### src/rtl/core/pba_pkg.sv
// ----------------------------------------------------------------------------
// pba_pkg: shared types and constants of the port bitmap allocator
// Request and response words, request kind and status codes, and the
// command and status groups between the controller and the datapath.
// ----------------------------------------------------------------------------
`default_nettype none

package pba_pkg;

  localparam int DEF_MAX_WORDS  = 64;
  localparam int DEF_OWNER_BITS = 16;

  localparam int PORT_W   = 16;
  localparam int OWNER_W  = 16;
  localparam int WORD_W   = 32;
  localparam int BIT_W    = 5;
  localparam int WCOUNT_W = 7;
  localparam int CFG_IDX_W  = 1;
  localparam int CFG_DATA_W = 16;

  localparam logic [WORD_W-1:0] FULL_WORD = 32'hFFFF_FFFF;

  // request kinds
  localparam logic [1:0] KIND_ALLOC   = 2'd0;
  localparam logic [1:0] KIND_RELEASE = 2'd1;
  localparam logic [1:0] KIND_LOOKUP  = 2'd2;

  // response status codes
  localparam logic [1:0] ST_OK       = 2'd0;
  localparam logic [1:0] ST_FULL     = 2'd1;
  localparam logic [1:0] ST_RANGE    = 2'd2;
  localparam logic [1:0] ST_NOTFOUND = 2'd3;

  // configuration register indexes
  localparam logic [CFG_IDX_W-1:0] CFG_PORT_BASE  = 1'd0;
  localparam logic [CFG_IDX_W-1:0] CFG_WORD_COUNT = 1'd1;

  typedef struct packed {
    logic [1:0]         kind;
    logic [PORT_W-1:0]  port_number;
    logic [OWNER_W-1:0] owner_id;
  } req_t;

  typedef struct packed {
    logic [1:0]         status;
    logic [PORT_W-1:0]  granted_port;
    logic [OWNER_W-1:0] found_owner;
  } rsp_t;

  typedef struct packed {
    logic clear_en;
    logic accept;
    logic exec_fire;
  } ctl_cmd_t;

  typedef struct packed {
    logic clear_last;
    logic out_free;
  } ctl_sts_t;

endpackage

`default_nettype wire

### src/rtl/core/pba_ctrl.sv
// ----------------------------------------------------------------------------
// pba_ctrl: request sequencer
// Runs the bitmap clearing pass after reset, then takes one request at a
// time through accept and execute.
// ----------------------------------------------------------------------------
`default_nettype none

module pba_ctrl (
  input  wire logic              clk,
  input  wire logic              rst_n,
  input  wire logic              in_valid,
  output logic                   in_ready,
  output pba_pkg::ctl_cmd_t      cmd,
  input  wire pba_pkg::ctl_sts_t sts
);

  typedef enum logic [2:0] {
    S_CLEAR = 3'b001,
    S_IDLE  = 3'b010,
    S_EXEC  = 3'b100
  } state_t;

  state_t state_r, state_nxt;

  assign in_ready      = (state_r == S_IDLE);
  assign cmd.clear_en  = (state_r == S_CLEAR);
  assign cmd.accept    = in_ready && in_valid;
  assign cmd.exec_fire = (state_r == S_EXEC) && sts.out_free;

  always_comb begin
    state_nxt = state_r;
    case (state_r)
      S_CLEAR: if (sts.clear_last) state_nxt = S_IDLE;
      S_IDLE:  if (in_valid) state_nxt = S_EXEC;
      // hold until the output register can take the word
      S_EXEC:  if (sts.out_free) state_nxt = S_IDLE;
      default: state_nxt = S_CLEAR;
    endcase
  end

  always_ff @(posedge clk) begin
    if (!rst_n) begin
      state_r <= S_CLEAR;
    end else begin
      state_r <= state_nxt;
    end
  end

endmodule

`default_nettype wire

### config.mk
export PLATFORM = sky130hd
export DESIGN_NAME = pba_ctrl
export DESIGN_NICKNAME = d
export VERILOG_FILES = /design/src/rtl/core/pba_pkg.sv /design/src/rtl/core/pba_ctrl.sv
export SDC_FILE = /design/constraint.sdc
export NUM_CORES = 1
export LEC_CHECK = 0
export BUFFER_PORTS_ARGS = -buffer_cell sky130_fd_sc_hd__clkbuf_2
export CORE_AREA = 2 2 39 41
export CTS_CLUSTER_DIAMETER = 150
export DETAILED_ROUTE_END_ITERATION = 8
export DIE_AREA = 0 0 41 43
export SYNTH_ARGS = -nofsm -noshare
export SYNTH_HDL_FRONTEND = slang
export SYNTH_SLANG_ARGS = --single-unit
### constraint.sdc
create_clock -name clk -period 1 [get_ports clk]
set_input_delay 0.05 -clock clk [delete_from_list [all_inputs] [get_ports clk]]
set_output_delay 0.05 -clock clk [all_outputs]
set_load 0.02 [all_outputs]
==> flow_results.xml, run 1 <==
<?xml version="1.0" encoding="UTF-8"?>
<metrics>
  <group name="cells_and_area">
    <metric name="syn_to_final_growth" unit="%">146.0</metric>
    <metric name="instances_no_fill" unit="">51</metric>
    <metric name="top_register" unit="">state_r</metric>
    <metric name="finalInstanceArea" unit="um^2">381.6</metric>
    <metric name="antenna_diode_count" unit="">0</metric>
    <metric name="utilization" unit="%">27.58</metric>
    <metric name="finalNetCount" unit="">41</metric>
    <metric name="reg_top3" unit="">state_r (3)</metric>
    <metric name="largest_register_ff_count" unit="">3</metric>
    <metric name="drive_above_1_share" unit="%">80.00</metric>
  </group>
  <group name="sta">
    <metric name="skew" unit="ns">0.001818</metric>
    <metric name="fmax" unit="MHz">870.6</metric>
    <metric name="final_slew_violations" unit="">0</metric>
    <metric name="final-hold-violation-count" unit="">0</metric>
    <metric name="final.setup.worst_slack" unit="ns">-0.1486</metric>
    <metric name="finalSetupViolations" unit="">6</metric>
    <metric name="max_slew_margin" unit="%">88.94</metric>
    <metric name="grt_setup_unrepaired" unit="">yes</metric>
    <metric name="setup_tns" unit="ns">-0.4843</metric>
    <metric name="post-route-period-util" unit="%">114.9</metric>
    <metric name="worst-slew-pin-transition" unit="ns">0.1647</metric>
    <metric name="fin_crit" unit="ns">1.149</metric>
  </group>
  <group name="logic_synthesis">
    <metric name="synth_edf_count" unit="">0</metric>
    <metric name="synth-seq-cells" unit="">3</metric>
    <metric name="synth_most_common_cell" unit="">sky130_fd_sc_hd__dfxtp_1</metric>
    <metric name="ys_warn_count" unit="">0</metric>
    <metric name="synth.top_cells.by_area" unit="">sky130_fd_sc_hd__dfxtp_1 (39%), sky130_fd_sc_hd__nor3b_2 (16%), sky130_fd_sc_hd__nand2b_1 (8.1%)</metric>
    <metric name="synth_top_cell_area_share" unit="%">38.71</metric>
    <metric name="syn-num-nets" unit="">22</metric>
    <metric name="mappedNetlistArea" unit="um^2">155.1</metric>
    <metric name="synth_sequential_area_ratio" unit="%">38.71</metric>
    <metric name="yosysTopAreaCell" unit="">sky130_fd_sc_hd__dfxtp_1</metric>
    <metric name="leading_cell_types_by_count_after_synthesis" unit="">sky130_fd_sc_hd__dfxtp_1 (3), sky130_fd_sc_hd__nand2b_1 (2), sky130_fd_sc_hd__nor3_1 (2), sky130_fd_sc_hd__nor3b_2 (2)</metric>
    <metric name="synth.lib_cells_used.distinct" unit="">12</metric>
    <metric name="synthCells" unit="">17</metric>
    <metric name="synth-main-ff-cell" unit="">sky130_fd_sc_hd__dfxtp_1</metric>
    <metric name="synthArstFlopShare" unit="%">0</metric>
    <metric name="synthesized_area_per_cell" unit="um^2">9.126</metric>
  </group>
  <group name="grt">
    <metric name="grt_overflow_total" unit="">0</metric>
    <metric name="grt_usage" unit="%">7.731</metric>
    <metric name="met3_usage" unit="%">6.283</metric>
    <metric name="grt_first_pass_wirelength" unit="um">793</metric>
    <metric name="grt_util_met1" unit="%">6.109</metric>
    <metric name="initial_antenna_violation_count" unit="">0</metric>
    <metric name="global_route.peak_usage_layer" unit="">met2</metric>
    <metric name="grt_max_degree" unit="">7</metric>
    <metric name="grt_pass1_vias" unit="">207</metric>
    <metric name="met2_usage" unit="%">10.63</metric>
  </group>
  <group name="worst_setup_path">
    <metric name="cpMaxStageDelayCell" unit="">sky130_fd_sc_hd__dfxtp_4</metric>
    <metric name="crit_path_start_kind" unit="">flip-flop</metric>
    <metric name="worstPathArrival" unit="ns">1.10</metric>
    <metric name="worst-path-max-fanout" unit="">6</metric>
    <metric name="critPathMaxStageDelay" unit="ns">0.33</metric>
    <metric name="worstSetupPathType" unit="">reg -&gt; out</metric>
    <metric name="cp_cell_sequence" unit="">buf_6 -&gt; nor3b_4 -&gt; clkbuf_8</metric>
    <metric name="critical_path_required" unit="ns">0.95</metric>
    <metric name="critical_path.endpoint_type" unit="">primary output</metric>
  </group>
  <group name="place">
    <metric name="routabilityCongestion" unit="">0.6944</metric>
    <metric name="placed_area" unit="um^2">261.5</metric>
    <metric name="port-buffer-count" unit="">8</metric>
    <metric name="placed_cells_incl_taps" unit="">42</metric>
  </group>
  <group name="floorplanning">
    <metric name="floorplan.core_area" unit="mm^2">0.001384</metric>
    <metric name="full_die_area" unit="mm^2">0.001763</metric>
    <metric name="die_height" unit="um">43</metric>
    <metric name="core.rowCount" unit="">14</metric>
    <metric name="floorplan.io_pins" unit="">9</metric>
    <metric name="initial_core_util" unit="%">11.21</metric>
    <metric name="die-width" unit="um">41</metric>
  </group>
  <group name="clock_network">
    <metric name="cts_root_buf" unit="">sky130_fd_sc_hd__clkbuf_4</metric>
    <metric name="clock-sinks" unit="">3</metric>
    <metric name="cts_tree" unit="">yes</metric>
    <metric name="cts_max_level" unit="">1</metric>
    <metric name="cts_max_path_buffers" unit="">2</metric>
    <metric name="cts_buffers" unit="">3</metric>
    <metric name="cts.clk_slew.worst_paths" unit="ns">0.04</metric>
    <metric name="worst_skew_pair.late_latency" unit="ns">0.24</metric>
  </group>
  <group name="power">
    <metric name="fin_total_pwr" unit="mW">0.4627</metric>
    <metric name="power_density_over_the_cells" unit="mW/mm^2">1212</metric>
    <metric name="static-leakage-power" unit="nW">0.1705</metric>
    <metric name="ir_worst_vdd" unit="mV">0.3459</metric>
  </group>
  <group name="drt">
    <metric name="drt_pre_antenna_iters" unit="">2</metric>
    <metric name="total_wire_length" unit="um">572</metric>
    <metric name="detailroute.via_count" unit="">210</metric>
    <metric name="drc" unit="">0</metric>
    <metric name="detail-route-antenna-nets" unit="">0</metric>
    <metric name="routed_wire_length_per_instance" unit="um">11.22</metric>
    <metric name="detail_route.vias_per_cell" unit="">4.118</metric>
    <metric name="drt-initial-drc-count" unit="">3</metric>
  </group>
  <group name="outcome">
    <metric name="violated_checks" unit="">setup timing</metric>
    <metric name="status" unit="">complete, but fails checks</metric>
  </group>
  <group name="min_path">
    <metric name="min-delay-path-class" unit="">in -&gt; reg</metric>
  </group>
  <group name="job">
    <metric name="maxCapViolCount" unit="">0</metric>
  </group>
</metrics>
## cell type report
cell class | instances | area [um^2]
inverter | 1 | 3.754
timing repair buffer | 14 | 118.9
sequential | 3 | 71.32
tap | 16 | 20.02
fill | 148 | 1002
multi-input combinational | 13 | 141.4
clock buffer | 4 | 26.28
## what timing repair did
item / in CTS / in global routing
buffers inserted: 4 / 1
resized for setup: 9 / 9
pin swaps: 1 / 3
setup endpoints to repair: 4 / 7
hold buffers: 0 / 0
## routing by layer
layer	vias to the layer above	routed length (um)	part of all wire [%]
li1	98	-	-
met1	104	184	32
met2	6	338	59
met3	2	31	5.4
met4	0	17	3.0
met5	-	0	0
## critical path: cells and delay by family, from the launching register on
family / cells / cell delay (ns)
buffers and inverters: 2 / 0.31
DFF: 1 / 0.33
and+or+nand+nor: 1 / 0.21
## power by group
group          total (mW)  switching [mW]  internal [mW]
clock network       0.224          0.0740          0.150
logic               0.111          0.0486         0.0622
registers           0.128         0.00448          0.123
## final timing paths
kind	start	end	slack [ns]	cells after the start
worst min register to register	state_r[0]	state_r[0]	0.65	3
worst max register to register	state_r[1]	state_r[0]	-0.07	5
worst max-delay path	state_r[0]	cmd[0]	-0.15	3
worst min-delay path	rst_n	state_r[0]	0.01	2
## per-stage QoR
step | worst slack [ns] | hold slack (ns)
2_1_floorplan | -0.04251 | 0.1252
3_3_place_gp | 0.02617 | 0.2523
3_5_place_dp | 0.01116 | 0.2595
4_1_cts | -0.1713 | 0.009860
5_1_grt | -0.1892 | 0.01982
6_report | -0.1486 | 0.01412
## cell families after synthesis
family,after synthesis,synth area share [%]
flip-flops,3,38.71
AO/OA/AOI/OAI,4,16.13
buffers and inverters,1,2.417
AND/OR/NAND/NOR,9,42.74
## layout by cell type, fill, tap and decap left out
cell type                  instances
sky130_fd_sc_hd__nor3b_4           2
sky130_fd_sc_hd__buf_6             3
sky130_fd_sc_hd__clkbuf_4          3
sky130_fd_sc_hd__inv_1             1
sky130_fd_sc_hd__clkbuf_1          1
sky130_fd_sc_hd__clkbuf_2          4
sky130_fd_sc_hd__buf_4             5
sky130_fd_sc_hd__nand2b_4          2
sky130_fd_sc_hd__and2_4            1
sky130_fd_sc_hd__o21ai_1           1
sky130_fd_sc_hd__clkbuf_8          2
sky130_fd_sc_hd__o22ai_2           1
sky130_fd_sc_hd__dfxtp_4           3
sky130_fd_sc_hd__a21oi_1           1
sky130_fd_sc_hd__nor2_2            1
sky130_fd_sc_hd__nor3_1            1
sky130_fd_sc_hd__nor3_4            1
sky130_fd_sc_hd__o31a_1            1
sky130_fd_sc_hd__and3b_1           1
Note: power is estimated with default switching activity, not from simulation.
==> run 2: changes to the inputs <==
Settings changed: BUFFER_PORTS_ARGS -buffer_cell sky130_fd_sc_hd__clkbuf_2 to unset, DONT_BUFFER_PORTS set to 1.
==> run 2 against run 1 <==
- non-clock buffer count shrank 4
- hold slack gained 0.028 ns
- first-iteration DRC count shrank 100%
- global-route usage grew 0.41 points
- critical endpoint unchanged
- combinational power shrank 14%
- utilization shrank 2.7 points
- the flow still finishes with violations (setup timing)
- register-to-register slack gained 0.03 ns
- sequential power is essentially flat
- via count shrank 14%
- clock power shrank 4%
==> flow_results.xml, run 2 (synthesized netlist as in run 1, its figures left out) <==
<?xml version="1.0" encoding="UTF-8"?>
<metrics>
  <group name="clock_network">
    <metric name="worst_skew_pair.late_latency" unit="ns">0.23</metric>
    <metric name="cts_root_buf" unit="">sky130_fd_sc_hd__clkbuf_4</metric>
    <metric name="clock-sinks" unit="">3</metric>
    <metric name="cts.clk_slew.worst_paths" unit="ns">0.04</metric>
    <metric name="cts_tree" unit="">yes</metric>
    <metric name="cts_max_path_buffers" unit="">2</metric>
    <metric name="cts_buffers" unit="">3</metric>
    <metric name="cts_max_level" unit="">1</metric>
  </group>
  <group name="power">
    <metric name="power_density_over_the_cells" unit="mW/mm^2">1285</metric>
    <metric name="total_switching_power" unit="mW">0.1130</metric>
    <metric name="internal_power" unit="mW">0.3291</metric>
    <metric name="p_clk_share" unit="%">48.8</metric>
    <metric name="ir_worst_vdd" unit="mV">0.7108</metric>
    <metric name="sw_frac_of_total" unit="%">25.57</metric>
    <metric name="sequentialPowerShare" unit="%">29.6</metric>
    <metric name="static-leakage-power" unit="nW">0.1451</metric>
    <metric name="pwr-share-comb" unit="%">21.6</metric>
  </group>
  <group name="drt">
    <metric name="drc" unit="">0</metric>
    <metric name="routed_wire_length_on_met2" unit="um">341</metric>
    <metric name="detail-route-antenna-nets" unit="">0</metric>
    <metric name="drt-met1-wl" unit="um">160</metric>
    <metric name="drt-initial-drc-count" unit="">0</metric>
    <metric name="total_wire_length" unit="um">560</metric>
    <metric name="detailroute.via_count" unit="">181</metric>
    <metric name="routed_wire_length_per_instance" unit="um">11.91</metric>
    <metric name="detail_route.vias_per_cell" unit="">3.851</metric>
    <metric name="met3_wirelength" unit="um">58</metric>
    <metric name="uppermost_layer_routed" unit="">met3</metric>
    <metric name="drt_pre_antenna_iters" unit="">1</metric>
  </group>
  <group name="cells_and_area">
    <metric name="largest_register_ff_count" unit="">3</metric>
    <metric name="finalNetCount" unit="">37</metric>
    <metric name="mostFrequentLayoutCell" unit="">sky130_fd_sc_hd__buf_4</metric>
    <metric name="finalInstanceArea" unit="um^2">344.1</metric>
    <metric name="top_register" unit="">state_r</metric>
    <metric name="reg_top3" unit="">state_r (3)</metric>
    <metric name="top_library_cells_by_usage_in_the_layout_fill_and_taps_aside" unit="">sky130_fd_sc_hd__buf_4 (5), sky130_fd_sc_hd__buf_6 (4), sky130_fd_sc_hd__clkbuf_4 (3)</metric>
    <metric name="antenna_diode_count" unit="">0</metric>
    <metric name="utilization" unit="%">24.86</metric>
    <metric name="syn_to_final_growth" unit="%">121.8</metric>
    <metric name="drive_above_1_share" unit="%">74.19</metric>
  </group>
  <group name="min_path">
    <metric name="whs_path_depth" unit="">2</metric>
    <metric name="timing.hold.worst_endpoint" unit="">state_r[0]</metric>
    <metric name="min-delay-path-class" unit="">in -&gt; reg</metric>
    <metric name="holdCritStartpoint" unit="">sts[1]</metric>
  </group>
  <group name="floorplanning">
    <metric name="die-width" unit="um">41</metric>
    <metric name="floorplan.io_pins" unit="">9</metric>
    <metric name="initial_core_util" unit="%">11.21</metric>
    <metric name="core.rowCount" unit="">14</metric>
    <metric name="die_height" unit="um">43</metric>
    <metric name="floorplan.core_area" unit="mm^2">0.001384</metric>
    <metric name="full_die_area" unit="mm^2">0.001763</metric>
  </group>
  <group name="sta">
    <metric name="finalSetupViolations" unit="">6</metric>
    <metric name="skew" unit="ns">0.001294</metric>
    <metric name="post-route-period-util" unit="%">113.6</metric>
    <metric name="final_slew_violations" unit="">0</metric>
    <metric name="setup_tns" unit="ns">-0.3816</metric>
    <metric name="fmax" unit="MHz">880.3</metric>
    <metric name="final-hold-violation-count" unit="">0</metric>
    <metric name="fin_crit" unit="ns">1.136</metric>
    <metric name="worst-slew-pin-transition" unit="ns">0.1959</metric>
    <metric name="grt_setup_unrepaired" unit="">yes</metric>
    <metric name="final.setup.worst_slack" unit="ns">-0.1360</metric>
    <metric name="worst_hold_slack" unit="ns">0.04187</metric>
    <metric name="max_slew_margin" unit="%">86.93</metric>
  </group>
  <group name="grt">
    <metric name="grt_usage" unit="%">8.141</metric>
    <metric name="grt_pass1_vias" unit="">205</metric>
    <metric name="grt_max_degree" unit="">7</metric>
    <metric name="grt_first_pass_wirelength" unit="um">841</metric>
    <metric name="grt_overflow_total" unit="">0</metric>
    <metric name="initial_antenna_violation_count" unit="">0</metric>
  </group>
  <group name="worst_setup_path">
    <metric name="worst-path-max-fanout" unit="">3</metric>
    <metric name="regToRegEndpoint" unit="">state_r[1]</metric>
    <metric name="crit_path_start_kind" unit="">flip-flop</metric>
    <metric name="critical_path_required" unit="ns">0.95</metric>
    <metric name="worst-r2r-setup-slack" unit="ns">-0.04</metric>
    <metric name="critical_path.endpoint_type" unit="">primary output</metric>
    <metric name="worstSetupPathType" unit="">reg -&gt; out</metric>
    <metric name="reg2reg_depth" unit="">4</metric>
    <metric name="critPathMaxStageDelay" unit="ns">0.34</metric>
    <metric name="cpMaxStageDelayCell" unit="">sky130_fd_sc_hd__dfxtp_4</metric>
    <metric name="worstPathArrival" unit="ns">1.09</metric>
    <metric name="r2r-start" unit="">state_r[1]</metric>
    <metric name="cp_cell_sequence" unit="">nand2b_4 -&gt; nor3b_4 -&gt; buf_6</metric>
  </group>
  <group name="place">
    <metric name="placed_area" unit="um^2">251.5</metric>
    <metric name="routabilityCongestion" unit="">0.6750</metric>
    <metric name="port-buffer-count" unit="">0</metric>
    <metric name="dp.final_hpwl" unit="um">293.2</metric>
  </group>
  <group name="job">
    <metric name="maxCapViolCount" unit="">0</metric>
  </group>
  <group name="outcome">
    <metric name="status" unit="">complete, but fails checks</metric>
    <metric name="violated_checks" unit="">setup timing</metric>
  </group>
</metrics>
==> run 2: power groups by stage <==
stage	clock network [mW]	logic, mW	registers [mW]
floorplan	0	0.0403	0.140
global placement	0	0.0639	0.136
detailed placement	0	0.0636	0.137
CTS	0.227	0.0852	0.130
global route	0.235	0.104	0.131
finish	0.216	0.0954	0.131
==> run 2: per-layer routing <==
metal / vias to the layer above / global-route usage [%]
li1: 91 / -
met1: 83 / 5.806
met2: 7 / 13.75
met3: 0 / 8.377
met4: 0 / 2.000
met5: - / 0
==> run 2: what timing repair did <==
action,in CTS,in global routing
buffers inserted,4,0
pin swaps,2,3
hold buffers,1,0
setup endpoints to repair,4,7
resized for setup,4,5
endpoints found under the hold margin,3,0
==> run 2: how the worst max path moves through the flow <==
stage	from	end	slack (ns)
2_1_floorplan	state_r[0]	state_r[0]	-0.04
3_3_place_gp	state_r[1]	state_r[1]	0.02
3_5_place_dp	state_r[1]	state_r[1]	-0.002
4_1_cts	state_r[1]	cmd[0]	-0.13
5_1_grt	state_r[1]	cmd[0]	-0.18
6_report	state_r[1]	cmd[0]	-0.14
==> run 2: layout make-up <==
cell class / instances / area, um^2
Clock buffer: 4 / 26.28
Tap cell: 16 / 20.02
Fill cell: 147 / 1040
Inverter: 1 / 3.754
Timing Repair Buffer: 10 / 92.59
Multi-Input combinational cell: 13 / 132.6
Sequential cell: 3 / 68.82
==> run 2: worst max-delay path, delay by kind of cell (launching register included) <==
family	cells	cell delay, ns
AND/OR/NAND/NOR	2	0.36
flip-flops	1	0.34
buffers and inverters	1	0.15
==> run 2: stage by stage <==
stage	setup WS, ns	instances	power (mW)
2_1_floorplan	-0.04251	17	0.1803
3_3_place_gp	0.01531	38	0.2000
3_5_place_dp	-0.001957	38	0.2002
4_1_cts	-0.1273	47	0.4423
5_1_grt	-0.1821	47	0.4700
6_report	-0.1360	47	0.4422
